## config.mk

```make
export PLATFORM = sky130hd
export DESIGN_NAME = lcd_window_pixel_byte_emitter
export DESIGN_NICKNAME = d
export VERILOG_FILES = /design/src/hw/rtl/lwpbe_pkg.sv /design/src/hw/rtl/lwpbe_front.sv /design/src/hw/rtl/lwpbe_fifo.sv /design/src/hw/rtl/lwpbe_back.sv /design/src/hw/rtl/lcd_window_pixel_byte_emitter.sv
export VERILOG_INCLUDE_DIRS = /design/src /design/src/hw/rtl
export SDC_FILE = /design/constraint.sdc
export NUM_CORES = 1
export LEC_CHECK = 0
export BUFFER_PORTS_ARGS = -buffer_cell sky130_fd_sc_hd__buf_2
export CAP_MARGIN = 10
export CORE_MARGIN = 8
export CORE_UTILIZATION = 30
export CTS_BUF_LIST = sky130_fd_sc_hd__clkbuf_4 sky130_fd_sc_hd__clkbuf_8
export CTS_CLUSTER_DIAMETER = 30
export DETAILED_ROUTE_END_ITERATION = 10
export GPL_TIMING_DRIVEN = 0
export RECOVER_POWER = 50
export SYNTH_ARGS = -nofsm -noshare
export SYNTH_HDL_FRONTEND = slang
export SYNTH_SLANG_ARGS = --single-unit
```

## constraint.sdc

```tcl
create_clock -name clk -period 12.3 [get_ports clk]
set_clock_uncertainty 0.2 [all_clocks]
set_input_delay 1.23 -clock clk [delete_from_list [all_inputs] [get_ports clk]]
set_output_delay 1.23 -clock clk [all_outputs]
set_load 0.005 [all_outputs]
```

## src/hw/rtl/lcd_window_pixel_byte_emitter_macros.svh

```systemverilog
// ----------------------------------------------------------------------------
// LCD window/pixel byte emitter assertion macros
// Shorthand for clocked, reset-qualified properties used by the RTL files.
// ----------------------------------------------------------------------------
`ifndef LCD_WINDOW_PIXEL_BYTE_EMITTER_MACROS_SVH
`define LCD_WINDOW_PIXEL_BYTE_EMITTER_MACROS_SVH

// Same-cycle implication, sampled on clk, off while arst_n is low.
`define LWPBE_ASSERT_IMP(lbl, ante, cons, msg) \
	lbl: assert property (@(posedge clk) disable iff (!arst_n) (ante) |-> (cons)) \
		else $error(msg);

// Next-cycle implication, sampled on clk, off while arst_n is low.
`define LWPBE_ASSERT_NXT(lbl, ante, cons, msg) \
	lbl: assert property (@(posedge clk) disable iff (!arst_n) (ante) |=> (cons)) \
		else $error(msg);

`endif

```

## src/hw/rtl/lwpbe_pkg.sv

```systemverilog
// ----------------------------------------------------------------------------
// lwpbe_pkg
// Shared types, command codes, format codes and colour scale table.
// ----------------------------------------------------------------------------
package lwpbe_pkg;

	// Controller commands
	localparam logic [7:0] CMD_COLUMN_SET   = 8'h2A;
	localparam logic [7:0] CMD_ROW_SET      = 8'h2B;
	localparam logic [7:0] CMD_MEMORY_WRITE = 8'h2C;

	// Config register indexes
	localparam logic [2:0] REG_PANEL_FORMAT  = 3'd0;
	localparam logic [2:0] REG_SOURCE_FORMAT = 3'd1;
	localparam logic [2:0] REG_BLUE_FIRST    = 3'd2;
	localparam logic [2:0] REG_COLUMN_OFFSET = 3'd3;
	localparam logic [2:0] REG_ROW_OFFSET    = 3'd4;

	// Panel pixel formats
	localparam logic [1:0] PANEL_666 = 2'd0;
	localparam logic [1:0] PANEL_565 = 2'd1;
	localparam logic [1:0] PANEL_444 = 2'd2;

	// Source colour scales
	localparam logic [2:0] SRC_8BIT = 3'd0;
	localparam logic [2:0] SRC_PCT  = 3'd1;
	localparam logic [2:0] SRC_666  = 3'd2;
	localparam logic [2:0] SRC_565  = 3'd3;
	localparam logic [2:0] SRC_444  = 3'd4;

	localparam int QUEUE_DEPTH = 4;

	// floor(x / d) == (x * ceil(2^22 / d)) >> 22 for x < 2^14, d <= 255
	localparam int SCALE_SHIFT = 22;
	localparam int K_W         = 25;
	localparam int PROD_W      = SCALE_SHIFT + 8;
	localparam int R_255 = (2**SCALE_SHIFT + 254) / 255;
	localparam int R_100 = (2**SCALE_SHIFT + 99) / 100;
	localparam int R_63  = (2**SCALE_SHIFT + 62) / 63;
	localparam int R_31  = (2**SCALE_SHIFT + 30) / 31;
	localparam int R_15  = (2**SCALE_SHIFT + 14) / 15;

	typedef enum logic [1:0] {
		TOP_63,
		TOP_31,
		TOP_15
	} top_cls_t;

	typedef enum logic [2:0] {
		DIV_255,
		DIV_100,
		DIV_63,
		DIV_31,
		DIV_15
	} div_cls_t;

	// scale factor = panel_max * reciprocal(source_max)
	localparam logic [K_W-1:0] SCALE_TAB [3][5] = '{
		'{K_W'(63 * R_255), K_W'(63 * R_100), K_W'(63 * R_63), K_W'(63 * R_31),
		  K_W'(63 * R_15)},
		'{K_W'(31 * R_255), K_W'(31 * R_100), K_W'(31 * R_63), K_W'(31 * R_31),
		  K_W'(31 * R_15)},
		'{K_W'(15 * R_255), K_W'(15 * R_100), K_W'(15 * R_63), K_W'(15 * R_31),
		  K_W'(15 * R_15)}
	};

	typedef struct packed {
		logic [1:0] panel_format;
		logic [2:0] source_format;
		logic       blue_first;
		logic [7:0] column_offset;
		logic [7:0] row_offset;
	} cfg_t;

	typedef enum logic [1:0] {
		KIND_WINDOW,
		KIND_PIXEL3,
		KIND_PIXEL2
	} kind_t;

	// Window: col start, col end, row start, row end (offsets applied).
	// Pixel: bytes in send order from index 0.
	typedef struct packed {
		kind_t           kind;
		logic [3:0][7:0] bytes;
	} entry_t;

endpackage

```

## src/hw/rtl/lwpbe_front.sv

```systemverilog
// ----------------------------------------------------------------------------
// lwpbe_front
// Accepts items, applies offsets or scales the colour, and queues a job.
// ----------------------------------------------------------------------------
module lwpbe_front (
	input  logic               clk,
	input  logic               arst_n,
	input  lwpbe_pkg::cfg_t    cfg,
	input  logic               in_valid,
	output logic               in_stall,
	input  logic               action,
	input  logic [7:0]         col_start,
	input  logic [7:0]         row_start,
	input  logic [7:0]         col_end,
	input  logic [7:0]         row_end,
	input  logic [23:0]        pixel_colour,
	input  logic               q_full,
	output logic               q_push,
	output lwpbe_pkg::entry_t  q_data
);

	localparam int PW = lwpbe_pkg::PROD_W;
	localparam int SH = lwpbe_pkg::SCALE_SHIFT;

	logic [1:0] pf_eff;
	logic [2:0] sf_eff;
	logic       pass;
	lwpbe_pkg::top_cls_t top_rb, top_g;
	lwpbe_pkg::div_cls_t div_rb, div_g;
	logic [lwpbe_pkg::K_W-1:0] k_rb, k_g;
	logic accept;

	logic          valid_s1;
	logic          action_s1;
	logic [7:0]    cs_s1, ce_s1, rs_s1, re_s1;
	logic [23:0]   colour_s1;
	logic          pass_s1;
	logic [1:0]    pf_s1;
	logic [PW-1:0] prod_r_s1, prod_g_s1, prod_b_s1;

	logic [7:0]  r, g, b, r_sw, b_sw;
	logic [31:0] word;

	// unused codes fold onto 5-6-5 and 8-bit
	assign pf_eff = (cfg.panel_format > lwpbe_pkg::PANEL_444) ?
		lwpbe_pkg::PANEL_565 : cfg.panel_format;
	assign sf_eff = (cfg.source_format > lwpbe_pkg::SRC_444) ?
		lwpbe_pkg::SRC_8BIT : cfg.source_format;
	// source codes 2..4 line up with panel codes 0..2
	assign pass = ({1'b0, pf_eff} + 3'd2) == sf_eff;

	always_comb begin
		unique case (pf_eff)
			lwpbe_pkg::PANEL_666: begin
				top_rb = lwpbe_pkg::TOP_63;
				top_g  = lwpbe_pkg::TOP_63;
			end
			lwpbe_pkg::PANEL_565: begin
				top_rb = lwpbe_pkg::TOP_31;
				top_g  = lwpbe_pkg::TOP_63;
			end
			default: begin
				top_rb = lwpbe_pkg::TOP_15;
				top_g  = lwpbe_pkg::TOP_15;
			end
		endcase
		unique case (sf_eff)
			lwpbe_pkg::SRC_PCT: begin
				div_rb = lwpbe_pkg::DIV_100;
				div_g  = lwpbe_pkg::DIV_100;
			end
			lwpbe_pkg::SRC_666: begin
				div_rb = lwpbe_pkg::DIV_63;
				div_g  = lwpbe_pkg::DIV_63;
			end
			lwpbe_pkg::SRC_565: begin
				div_rb = lwpbe_pkg::DIV_31;
				div_g  = lwpbe_pkg::DIV_63;
			end
			lwpbe_pkg::SRC_444: begin
				div_rb = lwpbe_pkg::DIV_15;
				div_g  = lwpbe_pkg::DIV_15;
			end
			default: begin
				div_rb = lwpbe_pkg::DIV_255;
				div_g  = lwpbe_pkg::DIV_255;
			end
		endcase
	end

	assign k_rb = lwpbe_pkg::SCALE_TAB[top_rb][div_rb];
	assign k_g  = lwpbe_pkg::SCALE_TAB[top_g][div_g];

	assign in_stall = valid_s1 && q_full;
	assign accept   = in_valid && !in_stall;
	assign q_push   = valid_s1 && !q_full;

	always_ff @(posedge clk or negedge arst_n) begin
		if (!arst_n) begin
			valid_s1 <= 1'b0;
		end else if (accept) begin
			valid_s1 <= 1'b1;
		end else if (q_push) begin
			valid_s1 <= 1'b0;
		end
	end

	always_ff @(posedge clk) begin
		if (accept) begin
			action_s1 <= action;
			cs_s1     <= col_start + cfg.column_offset;
			ce_s1     <= col_end + cfg.column_offset;
			rs_s1     <= row_start + cfg.row_offset;
			re_s1     <= row_end + cfg.row_offset;
			colour_s1 <= pixel_colour;
			pass_s1   <= pass;
			pf_s1     <= pf_eff;
			prod_r_s1 <= PW'(pixel_colour[23:16]) * PW'(k_rb);
			prod_g_s1 <= PW'(pixel_colour[15:8]) * PW'(k_g);
			prod_b_s1 <= PW'(pixel_colour[7:0]) * PW'(k_rb);
		end
	end

	// quotient, low 8 bits kept
	assign r = prod_r_s1[SH +: 8];
	assign g = prod_g_s1[SH +: 8];
	assign b = prod_b_s1[SH +: 8];
	assign r_sw = cfg.blue_first ? b : r;
	assign b_sw = cfg.blue_first ? r : b;

	always_comb begin
		if (pass_s1) begin
			word = 32'(colour_s1);
		end else begin
			unique case (pf_s1)
				lwpbe_pkg::PANEL_666:
					word = (32'(r_sw) << 18) | (32'(g) << 10) | (32'(b_sw) << 2);
				lwpbe_pkg::PANEL_565:
					word = (32'(r_sw) << 11) | (32'(g) << 5) | 32'(b_sw);
				default:
					word = (32'(r_sw) << 8) | (32'(g) << 4) | 32'(b_sw);
			endcase
		end
	end

	always_comb begin
		q_data.kind  = lwpbe_pkg::KIND_WINDOW;
		q_data.bytes = '0;
		if (!action_s1) begin
			q_data.bytes = {re_s1, rs_s1, ce_s1, cs_s1};
		end else if (pf_s1 == lwpbe_pkg::PANEL_666) begin
			q_data.kind  = lwpbe_pkg::KIND_PIXEL3;
			q_data.bytes = {8'h00, word[7:0], word[15:8], word[23:16]};
		end else begin
			q_data.kind  = lwpbe_pkg::KIND_PIXEL2;
			q_data.bytes = {16'h0000, word[7:0], word[15:8]};
		end
	end

endmodule

```

## src/hw/rtl/lwpbe_fifo.sv

```systemverilog
// ----------------------------------------------------------------------------
// lwpbe_fifo
// Small job queue between the front and back; head readable in place.
// ----------------------------------------------------------------------------
module lwpbe_fifo #(
	parameter int Depth = lwpbe_pkg::QUEUE_DEPTH
) (
	input  logic               clk,
	input  logic               arst_n,
	input  logic               push,
	input  lwpbe_pkg::entry_t  push_data,
	input  logic               pop,
	output lwpbe_pkg::entry_t  head,
	output logic               full,
	output logic               empty
);

	localparam int PTR_W = (Depth > 1) ? $clog2(Depth) : 1;
	localparam int CNT_W = $clog2(Depth + 1);

	lwpbe_pkg::entry_t mem_q [Depth];
	logic [PTR_W-1:0]  wr_ptr_q, rd_ptr_q;
	logic [CNT_W-1:0]  count_q;

	function automatic logic [PTR_W-1:0] bump(input logic [PTR_W-1:0] p);
		return (p == PTR_W'(Depth - 1)) ? '0 : p + PTR_W'(1);
	endfunction

	assign full  = count_q == CNT_W'(Depth);
	assign empty = count_q == '0;
	assign head  = mem_q[rd_ptr_q];

	always_ff @(posedge clk or negedge arst_n) begin
		if (!arst_n) begin
			wr_ptr_q <= '0;
			rd_ptr_q <= '0;
			count_q  <= '0;
		end else begin
			if (push) begin
				wr_ptr_q <= bump(wr_ptr_q);
			end
			if (pop) begin
				rd_ptr_q <= bump(rd_ptr_q);
			end
			if (push && !pop) begin
				count_q <= count_q + CNT_W'(1);
			end else if (pop && !push) begin
				count_q <= count_q - CNT_W'(1);
			end
		end
	end

	always_ff @(posedge clk) begin
		if (push) begin
			mem_q[wr_ptr_q] <= push_data;
		end
	end

endmodule

```

## src/hw/rtl/lwpbe_back.sv

```systemverilog
// ----------------------------------------------------------------------------
// lwpbe_back
// Walks the job at the queue head and emits one byte per cycle unless the output stalls.
// ----------------------------------------------------------------------------
`include "lcd_window_pixel_byte_emitter_macros.svh"

module lwpbe_back (
	input  logic               clk,
	input  logic               arst_n,
	input  lwpbe_pkg::entry_t  head,
	input  logic               q_empty,
	output logic               q_pop,
	output logic               out_valid,
	input  logic               out_stall,
	output logic [7:0]         out_byte,
	output logic               is_command,
	output logic               last
);

	logic [3:0] idx_q;
	logic       out_valid_q;
	logic [7:0] out_byte_q;
	logic       is_command_q, last_q;
	logic       load;
	logic [7:0] nb_byte;
	logic       nb_cmd, nb_last;

	assign load  = !q_empty && (!out_valid_q || !out_stall);
	assign q_pop = load && nb_last;

	always_comb begin
		nb_byte = 8'h00;
		nb_cmd  = 1'b0;
		nb_last = 1'b0;
		unique case (head.kind)
			lwpbe_pkg::KIND_WINDOW: begin
				unique case (idx_q)
					4'd0: begin
						nb_byte = lwpbe_pkg::CMD_COLUMN_SET;
						nb_cmd  = 1'b1;
					end
					4'd2: nb_byte = head.bytes[0];
					4'd4: nb_byte = head.bytes[1];
					4'd5: begin
						nb_byte = lwpbe_pkg::CMD_ROW_SET;
						nb_cmd  = 1'b1;
					end
					4'd7: nb_byte = head.bytes[2];
					4'd9: nb_byte = head.bytes[3];
					4'd10: begin
						nb_byte = lwpbe_pkg::CMD_MEMORY_WRITE;
						nb_cmd  = 1'b1;
						nb_last = 1'b1;
					end
					default: nb_byte = 8'h00;	// high address bytes
				endcase
			end
			lwpbe_pkg::KIND_PIXEL3: begin
				nb_byte = head.bytes[idx_q[1:0]];
				nb_last = idx_q == 4'd2;
			end
			lwpbe_pkg::KIND_PIXEL2: begin
				nb_byte = head.bytes[idx_q[1:0]];
				nb_last = idx_q == 4'd1;
			end
			default: nb_last = 1'b1;
		endcase
	end

	always_ff @(posedge clk or negedge arst_n) begin
		if (!arst_n) begin
			out_valid_q <= 1'b0;
			idx_q       <= '0;
		end else if (load) begin
			out_valid_q <= 1'b1;
			idx_q       <= nb_last ? 4'd0 : idx_q + 4'd1;
		end else if (!out_stall) begin
			out_valid_q <= 1'b0;
		end
	end

	always_ff @(posedge clk) begin
		if (load) begin
			out_byte_q   <= nb_byte;
			is_command_q <= nb_cmd;
			last_q       <= nb_last;
		end
	end

	assign out_valid  = out_valid_q;
	assign out_byte   = out_byte_q;
	assign is_command = is_command_q;
	assign last       = last_q;

	`LWPBE_ASSERT_IMP(a_job_held, idx_q != 4'd0, !q_empty, "job left queue mid-item")
	`LWPBE_ASSERT_NXT(a_job_continues, load && !q_pop, idx_q != 4'd0, "byte index lost")

endmodule

```

## src/hw/rtl/lcd_window_pixel_byte_emitter.sv

```systemverilog
// ----------------------------------------------------------------------------
// lcd_window_pixel_byte_emitter
// Command/data byte stream for a small SPI TFT controller.
// ----------------------------------------------------------------------------
// Usage:
//   Input channel (in_valid/in_stall): one item per handshake. action 0
//   opens a drawing window and produces eleven bytes (column-set, four
//   address bytes, row-set, four address bytes, memory-write). action 1
//   sends one pixel colour: three bytes on a 6-6-6 panel, two otherwise.
//   Output channel (out_valid/out_stall): one byte per handshake with its
//   command/data flag and a last flag on the final byte of each item.
//   Config channel (cfg_valid/cfg_ready): cfg_ready is always high; write
//   only while the block is idle.
//   An accepted item passes the front stage register and the job queue;
//   its bytes leave from the output register of the byte sequencer, one
//   byte per cycle while the receiver does not stall. The job queue lets
//   new items enter while bytes drain.
//   A stalled receiver holds the output byte; once the queue fills the
//   input channel stalls. Reset empties the pipeline and queue and loads
//   the register reset values (5-6-5 panel, 8-bit source).
// ----------------------------------------------------------------------------
`include "lcd_window_pixel_byte_emitter_macros.svh"

module lcd_window_pixel_byte_emitter #(
	parameter int QUEUE_DEPTH = lwpbe_pkg::QUEUE_DEPTH
) (
	input  logic        clk,
	input  logic        arst_n,
	// configuration writes
	input  logic        cfg_valid,
	output logic        cfg_ready,
	input  logic [2:0]  cfg_index,
	input  logic [7:0]  cfg_data,
	// items in
	input  logic        in_valid,
	output logic        in_stall,
	input  logic        action,
	input  logic [7:0]  col_start,
	input  logic [7:0]  row_start,
	input  logic [7:0]  col_end,
	input  logic [7:0]  row_end,
	input  logic [23:0] pixel_colour,
	// bytes out
	output logic        out_valid,
	input  logic        out_stall,
	output logic [7:0]  out_byte,
	output logic        is_command,
	output logic        last
);

	lwpbe_pkg::cfg_t   cfg_q;
	lwpbe_pkg::entry_t q_wdata, q_head;
	logic q_push, q_pop, q_full, q_empty;
	logic known_cmd;

	assign cfg_ready = 1'b1;

	// Config registers; indexes beyond the list are dropped.
	always_ff @(posedge clk or negedge arst_n) begin
		if (!arst_n) begin
			cfg_q.panel_format  <= lwpbe_pkg::PANEL_565;
			cfg_q.source_format <= lwpbe_pkg::SRC_8BIT;
			cfg_q.blue_first    <= 1'b0;
			cfg_q.column_offset <= 8'h00;
			cfg_q.row_offset    <= 8'h00;
		end else if (cfg_valid && cfg_ready) begin
			unique case (cfg_index)
				lwpbe_pkg::REG_PANEL_FORMAT:  cfg_q.panel_format  <= cfg_data[1:0];
				lwpbe_pkg::REG_SOURCE_FORMAT: cfg_q.source_format <= cfg_data[2:0];
				lwpbe_pkg::REG_BLUE_FIRST:    cfg_q.blue_first    <= cfg_data[0];
				lwpbe_pkg::REG_COLUMN_OFFSET: cfg_q.column_offset <= cfg_data;
				lwpbe_pkg::REG_ROW_OFFSET:    cfg_q.row_offset    <= cfg_data;
				default: ;
			endcase
		end
	end

	// Front: offsets and colour scaling, one registered stage.
	lwpbe_front u_front (
		.clk          (clk),
		.arst_n       (arst_n),
		.cfg          (cfg_q),
		.in_valid     (in_valid),
		.in_stall     (in_stall),
		.action       (action),
		.col_start    (col_start),
		.row_start    (row_start),
		.col_end      (col_end),
		.row_end      (row_end),
		.pixel_colour (pixel_colour),
		.q_full       (q_full),
		.q_push       (q_push),
		.q_data       (q_wdata)
	);

	// Jobs wait here until the back end has loaded their last byte into its output register.
	lwpbe_fifo #(
		.Depth (QUEUE_DEPTH)
	) u_fifo (
		.clk       (clk),
		.arst_n    (arst_n),
		.push      (q_push),
		.push_data (q_wdata),
		.pop       (q_pop),
		.head      (q_head),
		.full      (q_full),
		.empty     (q_empty)
	);

	// Back: byte sequencer with output register.
	lwpbe_back u_back (
		.clk        (clk),
		.arst_n     (arst_n),
		.head       (q_head),
		.q_empty    (q_empty),
		.q_pop      (q_pop),
		.out_valid  (out_valid),
		.out_stall  (out_stall),
		.out_byte   (out_byte),
		.is_command (is_command),
		.last       (last)
	);

	// command flag only ever marks one of the three controller commands
	assign known_cmd = (out_byte == lwpbe_pkg::CMD_COLUMN_SET) ||
		(out_byte == lwpbe_pkg::CMD_ROW_SET) ||
		(out_byte == lwpbe_pkg::CMD_MEMORY_WRITE);

	`LWPBE_ASSERT_IMP(a_cmd_code, out_valid && is_command, known_cmd, "bad command byte")
	`LWPBE_ASSERT_IMP(a_gap_after_last, $fell(out_valid), $past(last), "output gap inside an item")

endmodule

```

# [After elaboration in Yosys (flattened, before gate mapping)]
# Memories as Yosys holds them, arrays and structs flattened.
# Index checks and enable logic that the tools add are counted.
[totals] mem_count=1 regBits=195 in_bits=73 mem_bits_ro=0 latchBits=0 elab_cells=155 mem_bits_rw=136 out_inout_bits=13
[memory_table] memory="u_fifo.mem_q" depth=4 width=34 read_ports=1 rd_ports_with_merged_regs=0 write_ports=1 line="lwpbe_fifo.sv:21" rtl="lwpbe_pkg::entry_t mem_q [Depth];"
[classes] n_eq_ne=24 div=0 addsub=10 order_cmp=7 reduce_logical=32 bitwise_logic=10 multipliers=3 shifts=0 mux=43
[op_table] op="125-bit binary-select mux with 2-bit select" count=2
[op_table] op="125-bit two-way mux" count=4
[op_table] op="25-bit binary-select mux with 3-bit select" count=2
[op_table] op="25-bit two-way mux" count=4
[op_table] op="8-bit by 25-bit multiplier with 30-bit output" count=3
[op_table] op="8-bit case mux with 7 select lines" count=1
[op_table] op="24-bit by 8-bit OR with 24-bit output" count=2
[op_table] op="24-bit case mux with 2 select lines" count=1
[op_table] op="34-bit two-way mux" count=1
[op_table] op="8-bit adder" count=4
[op_table] op="32-bit two-way mux" count=1
[op_table] op="24-bit two-way mux" count=1
[op_table] op="8-bit two-way mux" count=3
[op_table] op="24-bit by 10-bit OR with 24-bit output" count=1
[op_table] op="24-bit by 18-bit OR with 24-bit output" count=1
[op_table] op="19-bit by 13-bit OR with 19-bit output" count=1
[op_table] op="8-bit binary-select mux with 2-bit select" count=1
[op_table] op="16-bit by 12-bit OR with 16-bit output" count=1
[op_table] op="8-bit case mux with 2 select lines" count=1
[op_table] op="3-bit by 2-bit equality test with 1-bit output (second input constant)" count=4
[op_table] op="4-bit by 3-bit equality test with 1-bit output (second input constant)" count=3
[op_table] op="3-bit case mux with 4 select lines" count=1
[op_table] op="2-bit two-way mux" count=5
[op_table] op="2-bit AND reduction" count=5
[op_table] op="other kinds (36)" count=76

# [Logic depth before layout (Yosys ltp)]
[logic_depth] word_depth=13 mapped_depth=26 ltp_nobuf=24

# [Modules after synthesis]
# From an unflattened synthesis, not the netlist that was laid out.
[hier_totals] cells_unflattened=2803 area_unflattened_um2=29350.6
[modules_own_cells] module="lwpbe_front" seq_area_each_um2=2547.4 cells_each=2389 area_per_inst_um2=21668.3 instances=1
[modules_own_cells] module="lwpbe_fifo" seq_area_each_um2=4259.1 cells_each=215 area_per_inst_um2=5372.7 instances=1
[modules_own_cells] module="lwpbe_back" seq_area_each_um2=425.4 cells_each=147 area_per_inst_um2=1426.4 instances=1
[modules_own_cells] module="lcd_window_pixel_byte_emitter" seq_area_each_um2=551.8 cells_each=52 area_per_inst_um2=883.3 instances=1

# [Least setup slack after synthesis]
# No wires, ideal clock.
[synth_timing] path_kind="reg2reg" startpoint="reg cfg_q[20] in the netlist's numbering" endpoint="reg u_front.prod_g_s1[29] (data pin)" setup_slack_ns=5.884 path_stages_with_launch=27 setup_time_ns=0.260 path_buffers=3 period_less_slack_ns=6.416 required_ns=11.840 arrival_ns=5.956 cell_sequence="dfstp_2 > clkbuf_1 > nand2b_1 > buf_2 > clkinv_1 > ha_1 > o21ai_0 > o221a_2 > clkbuf_1 > and2_1 > nor2_1 > fa_1 > inv_1 > fa_1 > fa_1 > inv_1 > fa_1 > inv_1 > ha_1 > a21oi_1 > o21ai_0 > a311oi_1 > o21ai_0 > o2111ai_1 > nand3_1 > a31oi_1 > xnor2_1"
[synth_via] elab_chain_cells=13 word_cells_on_any_way=14 cone_classes="mul (1); order compare (1); eq/ne (1); mux (8); bitwise (1); reduce/logical (2)"
[synth_rtl] element="start: declaration" line="lcd_window_pixel_byte_emitter.sv:51" rtl="lwpbe_pkg::cfg_t cfg_q;"
[synth_rtl] element="2-bit > comparator (*)" line="lwpbe_front.sv:45" rtl="assign pf_eff = (cfg.panel_format > lwpbe_pkg::PANEL_444) ?"
[synth_rtl] element="2-bit two-way mux (*)" line="lwpbe_front.sv:45"
[synth_rtl] element="via u_front.pf_eff[1]" line="lwpbe_front.sv:25" rtl="logic [1:0] pf_eff;"
[synth_rtl] element="2-bit by 1-bit equality test with 1-bit output / 2-bit logical NOT (equally long branches)" line="lwpbe_front.sv:53" rtl="unique case (pf_eff)"
[synth_rtl] element="2-bit OR reduction (no line) (*)"
[synth_rtl] element="2-bit two-way mux (*)" line="lwpbe_front.sv:53"
[synth_rtl] element="2-bit inverter with 3-bit output (not written as such) (*)" line="lwpbe_front.sv:92" rtl="assign k_g = lwpbe_pkg::SCALE_TAB[top_g][div_g];"
[synth_rtl] element="125-bit binary-select mux with 2-bit select (*)" line="lwpbe_front.sv:92"
[synth_rtl] element="125-bit two-way mux (not written as such) (*) (2 in a row)" line="lwpbe_front.sv:92"
[synth_rtl] element="25-bit binary-select mux with 3-bit select (*)" line="lwpbe_front.sv:92"
[synth_rtl] element="25-bit two-way mux (not written as such) (*) (2 in a row)" line="lwpbe_front.sv:92"
[synth_rtl] element="8-bit by 25-bit multiplier with 30-bit output (*)" line="lwpbe_front.sv:119" rtl="prod_g_s1 <= PW'(pixel_colour[15:8]) * PW'(k_g);"
[synth_rtl] element="end signal: assignment" line="lwpbe_front.sv:119"
[synth_rtl] element="end: declaration" line="lwpbe_front.sv:39" rtl="logic [PW-1:0] prod_r_s1, prod_g_s1, prod_b_s1;"
# Mark *: on every way through the listed nets, which the timed path passes. The rest lies on a longest branch. The select of a mux whose other input is x is not followed.
# A chain may end at the register's enable or synchronous reset.

# [Worst setup path in the final report]
[layout_timing] startpoint="reg cfg_q[20] in the netlist's numbering" endpoint="reg u_front.prod_b_s1[29] (data pin)"
[layout_via] elab_chain_cells=12 word_cells_on_any_way=13 cone_classes="mul (1); order compare (1); eq/ne (1); mux (8); bitwise (1); reduce/logical (1)"
[layout_rtl] element="2-bit > comparator (*)" line="lwpbe_front.sv:45"
[layout_rtl] element="2-bit two-way mux (*)" line="lwpbe_front.sv:45"
[layout_rtl] element="via u_front.pf_eff[1]" line="lwpbe_front.sv:25"
[layout_rtl] element="2-bit by 1-bit equality test with 1-bit output / 2-bit logical NOT (equally long branches)" line="lwpbe_front.sv:53"
[layout_rtl] element="2-bit case mux with 2 select lines (*)" line="lwpbe_front.sv:53"
[layout_rtl] element="2-bit inverter with 3-bit output (not written as such) (*)" line="lwpbe_front.sv:91" rtl="assign k_rb = lwpbe_pkg::SCALE_TAB[top_rb][div_rb];"
[layout_rtl] element="125-bit binary-select mux with 2-bit select (*)" line="lwpbe_front.sv:91"
[layout_rtl] element="125-bit two-way mux (not written as such) (*) (2 in a row)" line="lwpbe_front.sv:91"
[layout_rtl] element="25-bit binary-select mux with 3-bit select (*)" line="lwpbe_front.sv:91"
[layout_rtl] element="25-bit two-way mux (not written as such) (*) (2 in a row)" line="lwpbe_front.sv:91"
[layout_rtl] element="8-bit by 25-bit multiplier with 30-bit output (*)" line="lwpbe_front.sv:120" rtl="prod_b_s1 <= PW'(pixel_colour[7:0]) * PW'(k_rb);"
[layout_rtl] element="end signal: assignment" line="lwpbe_front.sv:120"
[layout_rtl] element="end: declaration" line="lwpbe_front.sv:39"
# Marked as above.

==> impl_metrics.yaml <==
global_route:
  grt_overflow: 0
  grt_antenna_before_repair: 7
  grt_use_total_pct: 14.9
  grt_pass1_wl_um: 125000
  grt_busiest_layer: "met2"
  use_met1_pct: 19.3
  grt_max_degree: 38
  use_met2_pct: 24.6
  grt_pass1_vias: 21400
  met3_usage_pct: 4.00
clock_network:
  cts_resized: 0
  cts_hold_buf: 0
  insertion_delay_ns: 0.59
  cts_root_buf: "clkbuf_8"
  cts_tree: "built"
  clk_pin_slew_ns: 0.06
  cts-buffers-inserted: 57
  htreeDepth: 2
  cts_setup_buffers: 0
  clk_path_buf_depth: 3
  clock_sinks: 265
final_layout:
  drive_above_1_share_pct: 9.10
  areaGrowthSynthToFinish_pct: 11.7
  layout_commonest_cell: "inv_1"
  fin_area_sq_um: 32200
  final_cells: 4202
  mostFrequentLayoutCells: "inv_1, fa_1, and2_1, edfxtp_1, nand2_1"
  fin_nets: 3538
placement:
  port_buffers: 84
  dp.cells: 4093
  dp_hpwl_um: 64700
  gp_congestion: 0.899
  dpl_cell_area_sq_um: 31000
die:
  core_sq_um: 95000
  die_height_um: 326
  die_w_um: 326
  die_area_sq_um: 106000
  initial_core_util_pct: 30.3
  num_io_pins: 86
  fp-row-count: 113
synth:
  synth-main-ff-cell: "edfxtp_1"
  netlist-cell-type-count: 73
  synth-edff-count: 230
  synth_area_per_cell_sq_um: 10.5
  syn_area_sq_um: 28800
  seq_area_frac_synth_pct: 27.0
  synthArstFlopShare_pct: 13.2
  yosysWarnings: 0
  syn-num-nets: 3387
  ys_seq_elements: 265
  synth_cells: 2736
setup_path:
  crit_slowest_cell: "a21oi_1"
  critPathArrivalTime_ns: 8.50
  critPathMaxStageDelay_ns: 1.14
  crit_fanout: 13
  cp-end-kind: "register"
  critPathTopFamily: "compound AO/OA/AOI/OAI gates"
  r2r_slack_ns: 3.93
  critical_path_class: "reg -> reg"
  crit_top_cell: "fa_1"
  cp_cell_sequence: "clkbuf_1 -> nand2b_1 -> buf_2 -> clkinv_1 -> a21oi_1 -> clkbuf_1 -> and2_1 -> fa_1 -> fa_1 -> fa_1 -> fa_1 -> ha_1 -> a21o_1 -> a21oi_1 -> o221ai_1 -> a221oi_1 -> o21ai_0 -> a31oi_1 -> o21bai_1 -> xnor2_1"
  critPathBufInv: 4
  startpoint_type: "register"
  required_ns: 12.43
timing:
  fmax_mhz: 120
  hold_viol_final: 0
  setup_viol: 0
  period_minus_slack_ns: 8.37
  relSlewSlack_pct: -59.6
  tightest_slew_ns: 2.39
  rsz0062_at_grt: "no"
  fin_crit_sh_pct: 68.0
  finalMaxSlewViolations: 154
  timing.setup.tns_ns: 0
drt:
  wl_per_cell_um: 19.1
  via_per_inst: 4.81
  drt_iter0_drc: 1545
  ant_nets: 0
  num_vias: 20200
  routed_wl_um: 80400
  drc_errors: 0
  dr.pass1.iters: 5
run:
  cap_violations: 5
outcome:
  violations: "max-capacitance violations, max-slew violations"
  status: "finished, violations left"
worst_hold_path:
  hold_class: "reg -> reg"
## through the flow
stage                     setup WS (ns)  hold WS [ns]  utilization, %
after floorplan                    5.88         0.277               -
after global placement             4.00         0.272            32.4
after detailed placement           3.92         0.282            32.6
after CTS                          3.92         0.295            34.0
after global routing               3.56         0.314            33.8
final                              3.93         0.289            33.9
## metal layers
metal,share of wire [%],up-vias,wire length (um)
met3,8.5,143,6840
met5,0.034,-,27
met2,47,756,37600
met1,42,10100,33800
li1,-,9178,-
met4,2.7,4,2140
## cell type report
type                            instances  area (sq um)
Clock inverter                         33           403
Clock buffer                           73           917
Inverter                              453          1700
Antenna cell                            3          7.51
Tap cell                             1265          1580
Multi-Input combinational cell       1872         18700
Sequential cell                       265          7780
Buffer                                146           566
Timing Repair Buffer                   92           463
Fill cell                            9744         62800
## cell usage after synthesis, types with 30 or more instances
cell        n  area (sq um)
inv_1     449          1690
fa_1      408          8170
and2_1    316          1980
edfxtp_1  230          6910
nand2_1   199           747
ha_1      170          2130
clkbuf_1  132           495
a21oi_1   104           521
nor2_1    103           387
o21ai_0    74           370
xnor2_1    58           508
mux4_2     42           946
mux2_2     37           417
dfrtp_1    34           851
nor2b_1    34           213
a21o_1     30           225
## worst reg2reg max path: stages, from the launching register on
cell and delay (ns):
dfstp_2 0.51, clkbuf_1 0.29, nand2b_1 0.15, buf_2 0.26, clkinv_1 0.50, a21oi_1 1.14, clkbuf_1 0.59, and2_1 0.23
fa_1 0.45, fa_1 0.41, fa_1 0.42, fa_1 0.41, ha_1 0.35, a21o_1 0.17, a21oi_1 0.14, o221ai_1 0.14
a221oi_1 0.69, o21ai_0 0.43, a31oi_1 0.37, o21bai_1 0.11, xnor2_1 0.14
## worst paths after layout
kind | start | to | cells after the start
setup / recovery | cfg_q[20] | u_front.prod_b_s1[29] | 20
hold / removal | u_back.out_valid | u_back.out_valid | 2
setup reg to reg | cfg_q[20] | u_front.prod_b_s1[29] | 20
hold reg to reg | u_back.out_valid | u_back.out_valid | 2
max in group asynchronous | arst_n | cfg_q[8] | 1
min in group asynchronous | arst_n | u_back.idx_q[3] | 1
## cells by family (layout without fill, tap and decap cells)
kind of cell | after synthesis | in the layout | share of synthesized area, %
adders and majority gates | 578 | 578 | 35.8
other | 1 | 4 | 0.0130
muxes | 99 | 99 | 5.43
and+or+nand+nor | 787 | 787 | 14.4
AOI/OAI and AO/OA | 333 | 333 | 7.22
xor gates and xnor gates | 74 | 74 | 2.25
buffers and inverters | 599 | 797 | 7.87
DFF | 265 | 265 | 27.0
## state kept, by name (all words and copies together) (netlist names)
register,cells
u_fifo.mem_q,136
u_front.colour_s1,24
cfg_q,22
u_back.out_byte,8
u_front.ce_s1,8
u_front.cs_s1,8
u_front.prod_b_s1,8
u_front.prod_g_s1,8
u_front.prod_r_s1,8
u_front.re_s1,8
u_front.rs_s1,8
u_back.idx_q,4
u_fifo.count_q,3
u_fifo.rd_ptr_q,2
u_fifo.wr_ptr_q,2
u_front.pf_s1,2
u_back.is_command,1
u_back.last,1
u_back.out_valid,1
u_front.action_s1,1
u_front.pass_s1,1
u_front.valid_s1,1
Power is not shown: default switching activity piles up to over one toggle a cycle in this logic, so the estimate is an artifact.
